`src/design/frp_pkg.sv`:
```
// ----------------------------------------------------------------------------
// frp_pkg - shared types and constants of the first-fit rectangle placer
// payload structs, stored-entry layout, cell control and status codes
// ----------------------------------------------------------------------------
package frp_pkg;

  localparam int FRP_MAX_RECTS = 64;

  // register widths
  localparam int AW_W   = 13;
  localparam int STEP_W = 9;
  localparam int CFG_W  = 13;
  localparam int CFG_IDX_W = 1;

  // register indexes
  localparam logic [CFG_IDX_W-1:0] REG_ATLAS_WIDTH    = 1'b0;
  localparam logic [CFG_IDX_W-1:0] REG_PLACEMENT_STEP = 1'b1;

  // register reset values and the atlas width maximum
  localparam logic [AW_W-1:0]   AW_RESET   = 13'd1024;
  localparam logic [STEP_W-1:0] STEP_RESET = 9'd1;
  localparam logic [AW_W-1:0]   AW_MAX     = 13'd4096;

  // candidate coordinate widths
  localparam int X_W = 14;
  localparam int Y_W = 17;

  // jump unit: quotient bits of (edge - x) / step, and their counter
  localparam int JUMP_BITS = 13;
  localparam int JUMP_CNT_W = 4;
  localparam int JUMP_ACC_W = 21;

  // status codes
  localparam logic [1:0] ST_OK        = 2'd0;
  localparam logic [1:0] ST_TOO_WIDE  = 2'd1;
  localparam logic [1:0] ST_FULL      = 2'd2;
  localparam logic [1:0] ST_NO_ROWS   = 2'd3;

  typedef struct packed {
    logic        first;
    logic [11:0] rect_width;
    logic [11:0] rect_height;
  } in_item_t;

  typedef struct packed {
    logic [11:0] pos_x;
    logic [15:0] pos_y;
    logic [1:0]  status;
    logic [15:0] atlas_height;
  } out_item_t;

  // one stored rectangle
  typedef struct packed {
    logic [11:0] x;
    logic [15:0] y;
    logic [11:0] w;
    logic [11:0] h;
  } entry_t;

  // per-cycle control broadcast along the chain
  typedef struct packed {
    logic rotate;
    logic write;
  } cell_ctl_t;

  // request to the jump unit
  typedef struct packed {
    logic           start;
    logic [X_W-1:0] x;
    logic [X_W-1:0] edge_x;
  } jump_req_t;

endpackage

```
`src/design/frp_jump.sv`:
```
// ----------------------------------------------------------------------------
// frp_jump - skip unit of the placer
// finds the first grid x beyond a hit box's right edge, one quotient bit a cycle
// ----------------------------------------------------------------------------
module frp_jump (
  input  logic                        clk,
  input  logic                        rst_n,
  input  frp_pkg::jump_req_t          req,
  input  logic [frp_pkg::STEP_W-1:0]  step,
  output logic                        done,
  output logic [frp_pkg::X_W-1:0]     x_new
);
  import frp_pkg::*;

  logic                  busy_r, busy_nxt;
  logic [JUMP_CNT_W-1:0] bit_r, bit_nxt;
  logic [JUMP_ACC_W-1:0] acc_r, acc_nxt;
  logic [X_W-1:0]        edge_r, edge_nxt;
  logic                  done_r, done_nxt;
  logic [JUMP_ACC_W-1:0] shifted;
  logic [JUMP_ACC_W-1:0] trial;
  logic [JUMP_ACC_W-1:0] result;

  assign shifted = JUMP_ACC_W'(step) << bit_r;
  assign trial   = acc_r + shifted;
  assign result  = acc_r + JUMP_ACC_W'(step);

  always_comb begin
    busy_nxt = busy_r;
    bit_nxt  = bit_r;
    acc_nxt  = acc_r;
    edge_nxt = edge_r;
    done_nxt = 1'b0;
    if (req.start) begin
      busy_nxt = 1'b1;
      bit_nxt  = JUMP_CNT_W'(JUMP_BITS - 1);
      acc_nxt  = JUMP_ACC_W'(req.x);
      edge_nxt = req.edge_x;
    end else if (busy_r) begin
      // keep the largest x + k*step that still lies on the edge or left of it
      if (trial <= JUMP_ACC_W'(edge_r)) begin
        acc_nxt = trial;
      end
      if (bit_r == '0) begin
        busy_nxt = 1'b0;
        done_nxt = 1'b1;
      end else begin
        bit_nxt = bit_r - 1'b1;
      end
    end
  end

  always_ff @(posedge clk) begin
    if (!rst_n) begin
      busy_r <= 1'b0;
      done_r <= 1'b0;
    end else begin
      busy_r <= busy_nxt;
      done_r <= done_nxt;
    end
    bit_r  <= bit_nxt;
    acc_r  <= acc_nxt;
    edge_r <= edge_nxt;
  end

  assign done  = done_r;
  assign x_new = result[X_W-1:0];

endmodule

```
`config.mk`:
```
export PLATFORM = sky130hd
export DESIGN_NAME = frp_jump
export DESIGN_NICKNAME = d
export VERILOG_FILES = /design/src/design/frp_pkg.sv /design/src/design/frp_jump.sv
export SDC_FILE = /design/constraint.sdc
export NUM_CORES = 1
export LEC_CHECK = 0
export BUFFER_PORTS_ARGS = -buffer_cell sky130_fd_sc_hd__buf_2
export CAP_MARGIN = 20
export CORE_ASPECT_RATIO = 0.5
export CORE_MARGIN = 5
export CORE_UTILIZATION = 23
export CTS_CLUSTER_SIZE = 28
export DETAILED_ROUTE_END_ITERATION = 12
export SYNTH_ARGS = -nofsm -noshare
export SYNTH_HDL_FRONTEND = slang
export SYNTH_SLANG_ARGS = --single-unit
```
`constraint.sdc`:
```
create_clock -name clk -period 7.3 [get_ports clk]
set_input_delay 1.095 -clock clk [delete_from_list [all_inputs] [get_ports clk]]
set_output_delay 1.095 -clock clk [all_outputs]
set_load 0.05 [all_outputs]
```
==> flow_summary.json <==
{
  "cpPeakStageDelay_ns": 0.56,
  "startpoint": "step[2]",
  "synth_compound_area_frac": 0.193,
  "synth_cell_type_count": 57,
  "avgViaCountPerCell": 4.66,
  "postLayoutCoreUtil": 0.273,
  "post-route-drc-count": 0,
  "wire_per_inst_um": 14.4,
  "dr_total_vias": 3282,
  "yosys.area_share.simple": 0.181,
  "intPower_mw": 0.544,
  "netlist_instances": 431,
  "initial_core_util": 0.233,
  "rsz0062_at_grt": "false",
  "period_needed_ns": 6.14,
  "min_period_over_period": 0.841,
  "path_cells": "buf_2, mux2_2, o21ai_0, o32ai_1, and2_1, ha_1, a21o_1, a31oi_2, a211oi_1, or3_1, and3_4, o41ai_4, xnor2_1, ha_1, and4_1, a32o_1, nor3_1, o221ai_1, nor4_4, or2_1",
  "clock_sinks": 41,
  "ant_nets": 0,
  "clockBufferDepth": 2,
  "status": "completed",
  "die_w_um": 192,
  "ctsHoldBuffers": 0,
  "synth_seq_cells": 41,
  "slew_headroom": 0.425,
  "holdCritStartpoint": "acc_r[17]",
  "clock_latency_ns": 0.29,
  "cts_setup_buffers": 0,
  "synth_top_family_by_area": "compound AO/OA/AOI/OAI gates",
  "core_um2": 16300,
  "grt-ovfl-total": 0,
  "tightest_slew_ns": 0.863,
  "dr.pass1.iters": 4,
  "p_per_area_nw_per_um2": 208,
  "crit_path_end_kind": "register",
  "io_buffers": 54,
  "start_kind": "input port",
  "n_fill_cell": 1746,
  "setup_viol": 0,
  "cts_root_buf": "clkbuf_16",
  "rows": 33,
  "clockPowerShare": 0.251,
  "syn_area_um2": 3800,
  "multi_input_comb_area_um2": 2510,
  "fin_skew_ns": 0.00654,
  "synth_area_per_cell_um2": 8.82,
  "worst_ep_arrival_time_ns": 6.06,
  "num_antenna_cells": 0,
  "antenna_found_initial": 0,
  "synthArstFlopShare": 0,
  "tns_ns": 0,
  "seqCellArea_um2": 1100,
  "drive_gt1_frac": 0.190,
  "io_pins": 55,
  "hold_path.class": "reg -> reg",
  "synth_ff_type": "edfxtp_1",
  "synth.net_count": 517,
  "area_growth_pct": 17.0,
  "grt_max_degree": 45,
  "die-area_um2": 19400,
  "ys_seq_area_frac": 0.290,
  "synth_area_leaders": "edfxtp_1, ha_1, dfxtp_1",
  "synth_edf_count": 28,
  "cts_buffers": 5,
  "seqPwrFrac": 0.314,
  "drv_cap": 0,
  "netSwitchingFraction": 0.412,
  "place_hpwl_um": 8400,
  "synthXorXnorAreaFrac": 0.0576,
  "cts_tree": "done",
  "routed_wl_um": 10200,
  "die_h_um": 101,
  "power_frac_comb": 0.435,
  "yosysWarnings": 0,
  "total_leakage_power_nw": 1.96,
  "first_global_vias": 3292,
  "htree_levels": 2,
  "vdd_drop_max_mv": 0.117,
  "hold_viol_final": 0,
  "cts_resized": 0,
  "final_common_cell": "buf_2",
  "crit_required_ns": 7.22,
  "fmax_ghz": 0.163,
  "path_clk_slew_ns": 0.07,
  "net-switching-power_mw": 0.381,
  "synth-adder-area-share": 0.155,
  "r2r_slack_ns": 1.22,
  "r2r_start": "bit_r[1]",
  "cp_max_fo": 14,
  "cp_slowest_cell": "or2_1",
  "drt-initial-drc-count": 204,
  "nNetsFinal": 563,
  "muxShareOfSynthArea": 0.0744,
  "finalMaxSlewViolations": 0,
  "yosys.area.top_type": "edfxtp_1",
  "grt_pass1_wl_um": 16600,
  "critPathKind": "in -> reg",
  "synthDominantCellAreaShare": 0.221,
  "path_common_cell": "ha_1",
  "place_congestion": 0.860,
  "track_usage": 0.107,
  "layout_common_cells": "buf_2, ha_1, nand2_1, inv_1, a21oi_1"
}
## metal layers
layer / part of all wire / track usage
met5: 0 / 0
met4: 0.018 / 0.0276
met3: 0.038 / 0.0180
met2: 0.47 / 0.185
met1: 0.47 / 0.139
## critical path: cells and delay by family
family	cells	cell delay [ns]
muxes	1	0.27
adders and majority gates	2	0.62
xor gates and xnor gates	1	0.18
and+or+nand+nor	7	2.18
AOI/OAI and AO/OA	8	1.57
buffers and inverters	1	0.12
## synth_stat cells, types with 2 or more instances
library cell and count:
ha_1 44, nand2_1 42, inv_1 33, a21oi_1 32
nor2_1 31, edfxtp_1 28, o21ai_0 22, mux2_2 18
xnor2_1 14, dfxtp_1 13, nand3_1 13, clkbuf_1 12
a21o_1 11, xor2_1 11, mux2i_1 8, nor3_1 8
nor3b_1 8, a31oi_1 7, and2_1 6, o211ai_1 6
and3_1 5, a21boi_0 4, nor2b_1 4, o21a_1 4
a211oi_1 3, o31a_1 3, a211o_1 2, and4_1 2
buf_2 2, fa_1 2, nand2b_1 2, nand4_1 2
o21bai_1 2, o22ai_1 2, o32ai_1 2, or2_2 2
## power by group through the flow
stage,Clock (mW),Sequential [mW],Combinational [mW]
after floorplan,0,0.282,0.314
after global placement,0,0.295,0.396
after detailed placement,0,0.296,0.399
after CTS,0.235,0.290,0.401
after global routing,0.245,0.293,0.441
final,0.232,0.291,0.402
## registers in the layout (all words and copies together) (netlist names)
register  count
edge_r       14
bit_r         4
busy_r        1
done          1
acc_r        21
## path summary, 6_finish.rpt
| kind | to | cells after the start |
|---|---|---|
| worst min-delay path | acc_r[17] | 1 |
| worst max-delay path | acc_r[7] | 20 |
| worst min register to register | acc_r[17] | 1 |
| worst max register to register | acc_r[7] | 19 |
## cell type report
type	count	area share
clock inverters	3	0.00563
well taps	227	0.0639
flip-flops and latches	41	0.248
repair buffers	54	0.0608
multi-input cells	341	0.565
clock buffers	5	0.0281
inverters	34	0.0287
## metrics by stage
step	total power, mW	setup slack (ns)	instance area [µm²]	hold WS, ns	instances
2_1_floorplan	0.596	1.62	3800	0.444	431
3_3_place_gp	0.691	0.990	4300	0.472	697
3_5_place_dp	0.695	0.879	4300	0.471	697
4_1_cts	0.927	1.18	4450	0.483	705
5_1_grt	0.979	0.806	4450	0.501	705
6_report	0.924	1.16	4450	0.483	705
## cells by family after synthesis
kind of cell,count (synthesis)
muxes,26
and+or+nand+nor,134
DFF,41
xor gates and xnor gates,25
AOI/OAI and AO/OA,110
buffers and inverters,49
adders and majority gates,46
(Power assumes the default switching activity.)
