[src/design/frp_pkg.sv]
// ----------------------------------------------------------------------------
// frp_pkg - shared types and constants of the first-fit rectangle placer
// payload structs, stored-entry layout, cell control and status codes
// ----------------------------------------------------------------------------
package frp_pkg;

  localparam int FRP_MAX_RECTS = 64;

  // register widths
  localparam int AW_W   = 13;
  localparam int STEP_W = 9;
  localparam int CFG_W  = 13;
  localparam int CFG_IDX_W = 1;

  // register indexes
  localparam logic [CFG_IDX_W-1:0] REG_ATLAS_WIDTH    = 1'b0;
  localparam logic [CFG_IDX_W-1:0] REG_PLACEMENT_STEP = 1'b1;

  // register reset values and the atlas width maximum
  localparam logic [AW_W-1:0]   AW_RESET   = 13'd1024;
  localparam logic [STEP_W-1:0] STEP_RESET = 9'd1;
  localparam logic [AW_W-1:0]   AW_MAX     = 13'd4096;

  // candidate coordinate widths
  localparam int X_W = 14;
  localparam int Y_W = 17;

  // jump unit: quotient bits of (edge - x) / step, and their counter
  localparam int JUMP_BITS = 13;
  localparam int JUMP_CNT_W = 4;
  localparam int JUMP_ACC_W = 21;

  // status codes
  localparam logic [1:0] ST_OK        = 2'd0;
  localparam logic [1:0] ST_TOO_WIDE  = 2'd1;
  localparam logic [1:0] ST_FULL      = 2'd2;
  localparam logic [1:0] ST_NO_ROWS   = 2'd3;

  typedef struct packed {
    logic        first;
    logic [11:0] rect_width;
    logic [11:0] rect_height;
  } in_item_t;

  typedef struct packed {
    logic [11:0] pos_x;
    logic [15:0] pos_y;
    logic [1:0]  status;
    logic [15:0] atlas_height;
  } out_item_t;

  // one stored rectangle
  typedef struct packed {
    logic [11:0] x;
    logic [15:0] y;
    logic [11:0] w;
    logic [11:0] h;
  } entry_t;

  // per-cycle control broadcast along the chain
  typedef struct packed {
    logic rotate;
    logic write;
  } cell_ctl_t;

  // request to the jump unit
  typedef struct packed {
    logic           start;
    logic [X_W-1:0] x;
    logic [X_W-1:0] edge_x;
  } jump_req_t;

endpackage

[src/design/frp_cell.sv]
// ----------------------------------------------------------------------------
// frp_cell - one stored rectangle of the placer's ring
// takes its neighbour's entry on rotate, or the new entry when it is the first free cell
// ----------------------------------------------------------------------------
module frp_cell #(
  parameter int IDX = 0,
  parameter int CW  = 7
) (
  input  logic               clk,
  input  frp_pkg::cell_ctl_t ctl,
  input  logic [CW-1:0]      count,
  input  frp_pkg::entry_t    wr_entry,
  input  frp_pkg::entry_t    next_entry,
  input  frp_pkg::entry_t    head_entry,
  output frp_pkg::entry_t    entry
);
  import frp_pkg::*;

  entry_t entry_r;
  entry_t entry_nxt;
  logic   is_last;
  logic   is_free;

  // last occupied cell closes the ring back to the head
  assign is_last = (count == CW'(IDX + 1));
  assign is_free = (count == CW'(IDX));

  always_comb begin
    entry_nxt = entry_r;
    if (ctl.write && is_free) begin
      entry_nxt = wr_entry;
    end else if (ctl.rotate) begin
      entry_nxt = is_last ? head_entry : next_entry;
    end
  end

  always_ff @(posedge clk) begin
    entry_r <= entry_nxt;
  end

  assign entry = entry_r;

endmodule

[config.mk]
export PLATFORM = sky130hd
export DESIGN_NAME = frp_cell
export DESIGN_NICKNAME = d
export VERILOG_FILES = /design/src/design/frp_pkg.sv /design/src/design/frp_cell.sv
export SDC_FILE = /design/constraint.sdc
export NUM_CORES = 1
export LEC_CHECK = 0
export BUFFER_PORTS_ARGS = -buffer_cell sky130_fd_sc_hd__clkbuf_2
export CAP_MARGIN = 20
export CORE_MARGIN = 4
export CORE_UTILIZATION = 38
export CTS_CLUSTER_DIAMETER = 200
export DETAILED_ROUTE_END_ITERATION = 10
export PLACE_DENSITY_LB_ADDON = 0.12
export SYNTH_ARGS = -nofsm -noshare
export SYNTH_HDL_FRONTEND = slang
export SYNTH_SLANG_ARGS = --single-unit
[constraint.sdc]
create_clock -name clk -period 2.24 [get_ports clk]
set_clock_uncertainty 0.05 [all_clocks]
set_input_delay 0.112 -clock clk [delete_from_list [all_inputs] [get_ports clk]]
set_output_delay 0.112 -clock clk [all_outputs]
set_load 0.01 [all_outputs]
==> results.ini, run 1 <==
[floorplan]
dieArea_mm2 = 0.0102
die_y_um = 101
ios = 218
initial_utilization = 0.395
die_w_um = 101
coreArea_mm2 = 0.00830
rows = 33

[placement]
gp_congestion = 0.781
io_buffers = 217
place_ws_ns = 0.434
dp.final_hpwl_mm = 8.80

[pwr]
power_density_mw_per_mm2 = 498
swShare = 0.267
power.net_switching_uw = 602
internal_power_mw = 1.66
p_leak_nw = 2.33
peakVddDrop_uv = 208
p_comb_frac = 0.247
seq_power_share = 0.530
clockPowerShare = 0.224

[clocking]
cts_hold_buf = 0
postCtsSetupBuffers = 0
cts_made_buffers = 5
post_cts_resized = 0
clockBufferDepth = 2
cts-root-buf = clkbuf_8
clk_pin_slew_worst_paths_ns = 0.09
cts_max_level = 2
cts_tree = yes
cts_sinks = 52

[timing]
timing.final.setup_violations = 0
period_needed_ns = 1.50
post-route-period-util = 0.671
setup_slack_ns = 0.737
tightest_slew_ns = 0.397
clock.fmax_mhz = 665
fin_hold_ws_ns = 0.0479
rsz0062_at_grt = no
hold_viol_final = 0
tns_ns = 0
slew_violations = 0
relSlewSlack = 0.735

[layout]
nNetsFinal = 625
drive_above_1_share = 0.542
area_growth_pct = 38.6
largest_reg_flops = 52
antennaDiodeCount = 0
fin_util = 0.547

[synthesis]
synth-seq-cells = 52
netlist_instances = 253
netlist.top_cell.by_area = edfxtp_1
yosysTopAreaCellShare = 0.477
synthArstFlopShare = 0
ys_warn_count = 0
synthTopCellsByCount = edfxtp_1, a221o_1, a41o_1, nor3b_1, clkbuf_1
syn_nets = 419
netlist_area_mm2 = 0.00328
synth_flop_cell = edfxtp_1
synth_edf_count = 52
synth_seq_area_share = 0.477
yosys-top-cells-area = edfxtp_1, a221o_1, a41o_1, nor3b_1, buf_6
syn_avg_cell_area_um2 = 12.9
yosysUniqueCellTypes = 17
yosysMostFrequentCell = edfxtp_1

[drt]
drt_iter0_drc = 141
first_pass_iters = 4
vias = 3389
totalWireLength_mm = 11.8
ant_nets = 0
route.detailed.drc = 0
routedWlPerCell_um = 20.8
avgViaCountPerCell = 6.01

[critical_path]
critPathArrivalTime_ns = 1.62
path_max_fanout = 23
critPathRequiredTime_ns = 2.35
endpoint_kind = flip-flop
path_class = in -> reg
crit_path_start = count[5]
startpoint_type = input port

[global_route]
overflow = 0
grt_max_degree = 32
grt_pass1_wl_mm = 17.9
grt_antenna_before_repair = 0
grt_pass1_vias = 3528
track_usage = 0.224

[min_path]
hold_end = entry[40]$_DFFE_PP_
hp-start = next_entry[40]
hp-class = in -> reg
worstHoldPathCells = 2

[run_status]
status = finished, final reports clean

[job]
drv_cap = 0

logic make-up after synthesis:
kind of cell | count (synthesis) | share of synthesized area
and+or+nand+nor | 56 | 0.132
AOI/OAI and AO/OA | 106 | 0.322
buffers and inverters | 39 | 0.0699
DFF | 52 | 0.477
worst max path at each step:
| stage | to | slack (ns) | cells after the start |
|---|---|---|---|
| after floorplan | entry[0]$_DFFE_PP_ | 0.08 | 5 |
| after global placement | entry[6]$_DFFE_PP_ | 0.47 | 6 |
| after detailed placement | entry[44]$_DFFE_PP_ | 0.43 | 6 |
| after CTS | entry[44]$_DFFE_PP_ | 0.75 | 6 |
| after global routing | entry[1]$_DFFE_PP_ | 0.66 | 6 |
| final | entry[44]$_DFFE_PP_ | 0.74 | 6 |
power groups by stage:
stage	clock, mW	sequential [mW]	combinational [mW]
floorplan	0	1.26	0.204
global placement	0	1.22	0.555
detailed placement	0	1.22	0.560
CTS	0.525	1.20	0.562
global route	0.565	1.21	0.604
finish	0.505	1.20	0.557
layout by cell type, fill, tap and decap left out, drive strengths merged:
cell type  count
a22oi          1
clkinv         2
o2bb2ai        1
clkbuf       222
nor3b         51
nor2b          1
o211ai         1
edfxtp        52
a41o          51
a31o           1
buf           21
and3           1
a221o         51
nor2           1
nor4           1
nand2          1
per-stage QoR:
stage / area [µm²] / power, mW / instances
3_3_place_gp: 4460 / 1.77 / 557
3_5_place_dp: 4460 / 1.78 / 557
2_1_floorplan: 3280 / 1.47 / 253
4_1_cts: 4540 / 2.29 / 564
5_1_grt: 4540 / 2.37 / 564
6_report: 4540 / 2.26 / 564
final cells by class:
cell class                 count  area (µm²)
fill                         763        3760
timing repair buffer         238        1270
tap                          105         131
clock buffer                   5        68.8
clock inverter                 2        7.51
sequential                    52        1560
multi-input combinational    162        1500
layer usage:
layer	vias up	track usage	wire length, µm
met3	15	0.0533	907
met1	1659	0.275	4610
met5	-	0	0
met4	0	0.0684	230
met2	159	0.388	6000
li1	1556	-	-
worst max-delay path: stages:
cell      delay (ns)
clkbuf_2        0.10
nor4_4          0.42
buf_4           0.31
buf_4           0.32
a41o_1          0.21
a221o_1         0.13
No activity file was read; power rests on OpenSTA's default activity.
==> inputs of run 2 (changes only) <==
==> constraint.sdc (replaced) <==
create_clock -name clk -period 1.3 [get_ports clk]
set_clock_uncertainty 0.05 [all_clocks]
set_input_delay 0.065 -clock clk [delete_from_list [all_inputs] [get_ports clk]]
set_output_delay 0.065 -clock clk [all_outputs]
set_load 0.01 [all_outputs]
==> run 2 against run 1 <==
Compared with the run above:
- clock power rose by 79%
- via count rose by 0.68%
- global-route usage fell by 1.0 points
- critical endpoint is now entry[0]$_DFFE_PP_
- power up 76%
- critical path depth did not move
- worst hold slack got worse by 0.039 ns
- highest routed layer unchanged
==> results.ini, run 2 (synthesis results as in run 1) <==
[global_route]
grt_max_degree = 29
grt_antenna_before_repair = 0
grt_pass1_wl_mm = 17.1
overflow = 0
track_usage = 0.213
grt_pass1_vias = 3457

[clocking]
cts_hold_buf = 0
cts_tree = yes
clockBufferDepth = 2
post_cts_resized = 0
postCtsSetupBuffers = 0
cts_made_buffers = 5
clk_pin_slew_worst_paths_ns = 0.10
cts-root-buf = clkbuf_8
cts_max_level = 2
cts_sinks = 52

[pwr]
p_leak_nw = 2.40
power_density_mw_per_mm2 = 847
peakVddDrop_uv = 414

[floorplan]
dieArea_mm2 = 0.0102
die_w_um = 101
die_y_um = 101
ios = 218
rows = 33
initial_utilization = 0.395
coreArea_mm2 = 0.00830

[drt]
routedWlPerCell_um = 20.2
avgViaCountPerCell = 5.98
drt_iter0_drc = 170
route.detailed.drc = 0
totalWireLength_mm = 11.5
vias = 3412
ant_nets = 0
first_pass_iters = 4

[min_path]
hp-start = head_entry[21]
hp-class = in -> reg
worstHoldPathCells = 2

[run_status]
status = finished, final reports clean

[critical_path]
cp.depth = 6
worst_path_most_repeated_cell = buf_12
critPathMaxStageDelay_ns = 0.34
endpoint_kind = flip-flop
cp_num_buf_inv = 3
critPathArrivalTime_ns = 1.23
critPathRequiredTime_ns = 1.30
crit_slowest_cell = nor4_4
path_class = in -> reg
crit_path_start = count[1]
path_max_fanout = 28
cp_top_family = buffers and inverters
startpoint_type = input port
cp_cell_sequence = clkbuf_2 -> nor4_4 -> buf_12 -> nand2_4 -> buf_12 -> a221o_1

[timing]
rsz0062_at_grt = no
post-route-period-util = 0.950
timing.final.setup_violations = 0
tns_ns = 0
hold_viol_final = 0
relSlewSlack = 0.797
slew_violations = 0
period_needed_ns = 1.24
fin_hold_ws_ns = 0.00894
clock.fmax_mhz = 809
tightest_slew_ns = 0.305

[layout]
antennaDiodeCount = 0
nNetsFinal = 631
final_cell_mix = clkbuf_2, edfxtp_1, nor3b_1, a41o_1, a221o_1
area_growth_pct = 43.0
mostFrequentLayoutCell = clkbuf_2
largest_reg_flops = 52
fin_area_mm2 = 0.00468
final_cells = 571
drive_above_1_share = 0.547
fin_util = 0.564

[placement]
gp_congestion = 0.798
io_buffers = 217
place_area_mm2 = 0.00460
placed_cells = 563
dp.final_hpwl_mm = 8.80

[job]
drv_cap = 0

==> run 2: layout make-up <==
cell class                      count  area (µm²)
Sequential cell                    52        1560
Fill cell                         759        3610
Tap cell                          105         131
Clock inverter                      1        3.75
Clock buffer                        7        76.3
Timing Repair Buffer              244        1400
Multi-Input combinational cell    162        1510
==> run 2: path summary, 6_finish.rpt <==
kind	endpoint
setup / recovery	entry[0]$_DFFE_PP_
hold / removal	entry[21]$_DFFE_PP_
==> run 2: routing by layer <==
layer / GRT usage / routed length (µm) / vias up / part of all wire
met4: 0.0684 / 305 / 0 / 0.026
met2: 0.381 / 5800 / 184 / 0.50
met3: 0.0491 / 1050 / 24 / 0.091
met5: 0 / 0 / - / 0
met1: 0.251 / 4390 / 1634 / 0.38
li1: - / - / 1570 / -
==> run 2: report_power, final <==
| part | total [mW] | internal, mW | leakage, nW | switching (mW) |
|---|---|---|---|---|
| combinational | 1.00 | 0.514 | 1.85 | 0.489 |
| sequential | 2.06 | 2.02 | 0.511 | 0.0443 |
| clock | 0.903 | 0.377 | 0.0399 | 0.526 |
| total | 3.97 | 2.91 | 2.40 | 1.06 |
==> run 2: stage by stage <==
stage / worst slack (ns) / total power, mW
after floorplan: -0.423 / 2.54
after global placement: -0.255 / 3.10
after detailed placement: -0.277 / 3.11
after CTS: 0.0506 / 3.99
after global routing: 0.0177 / 4.14
final: 0.0645 / 3.97
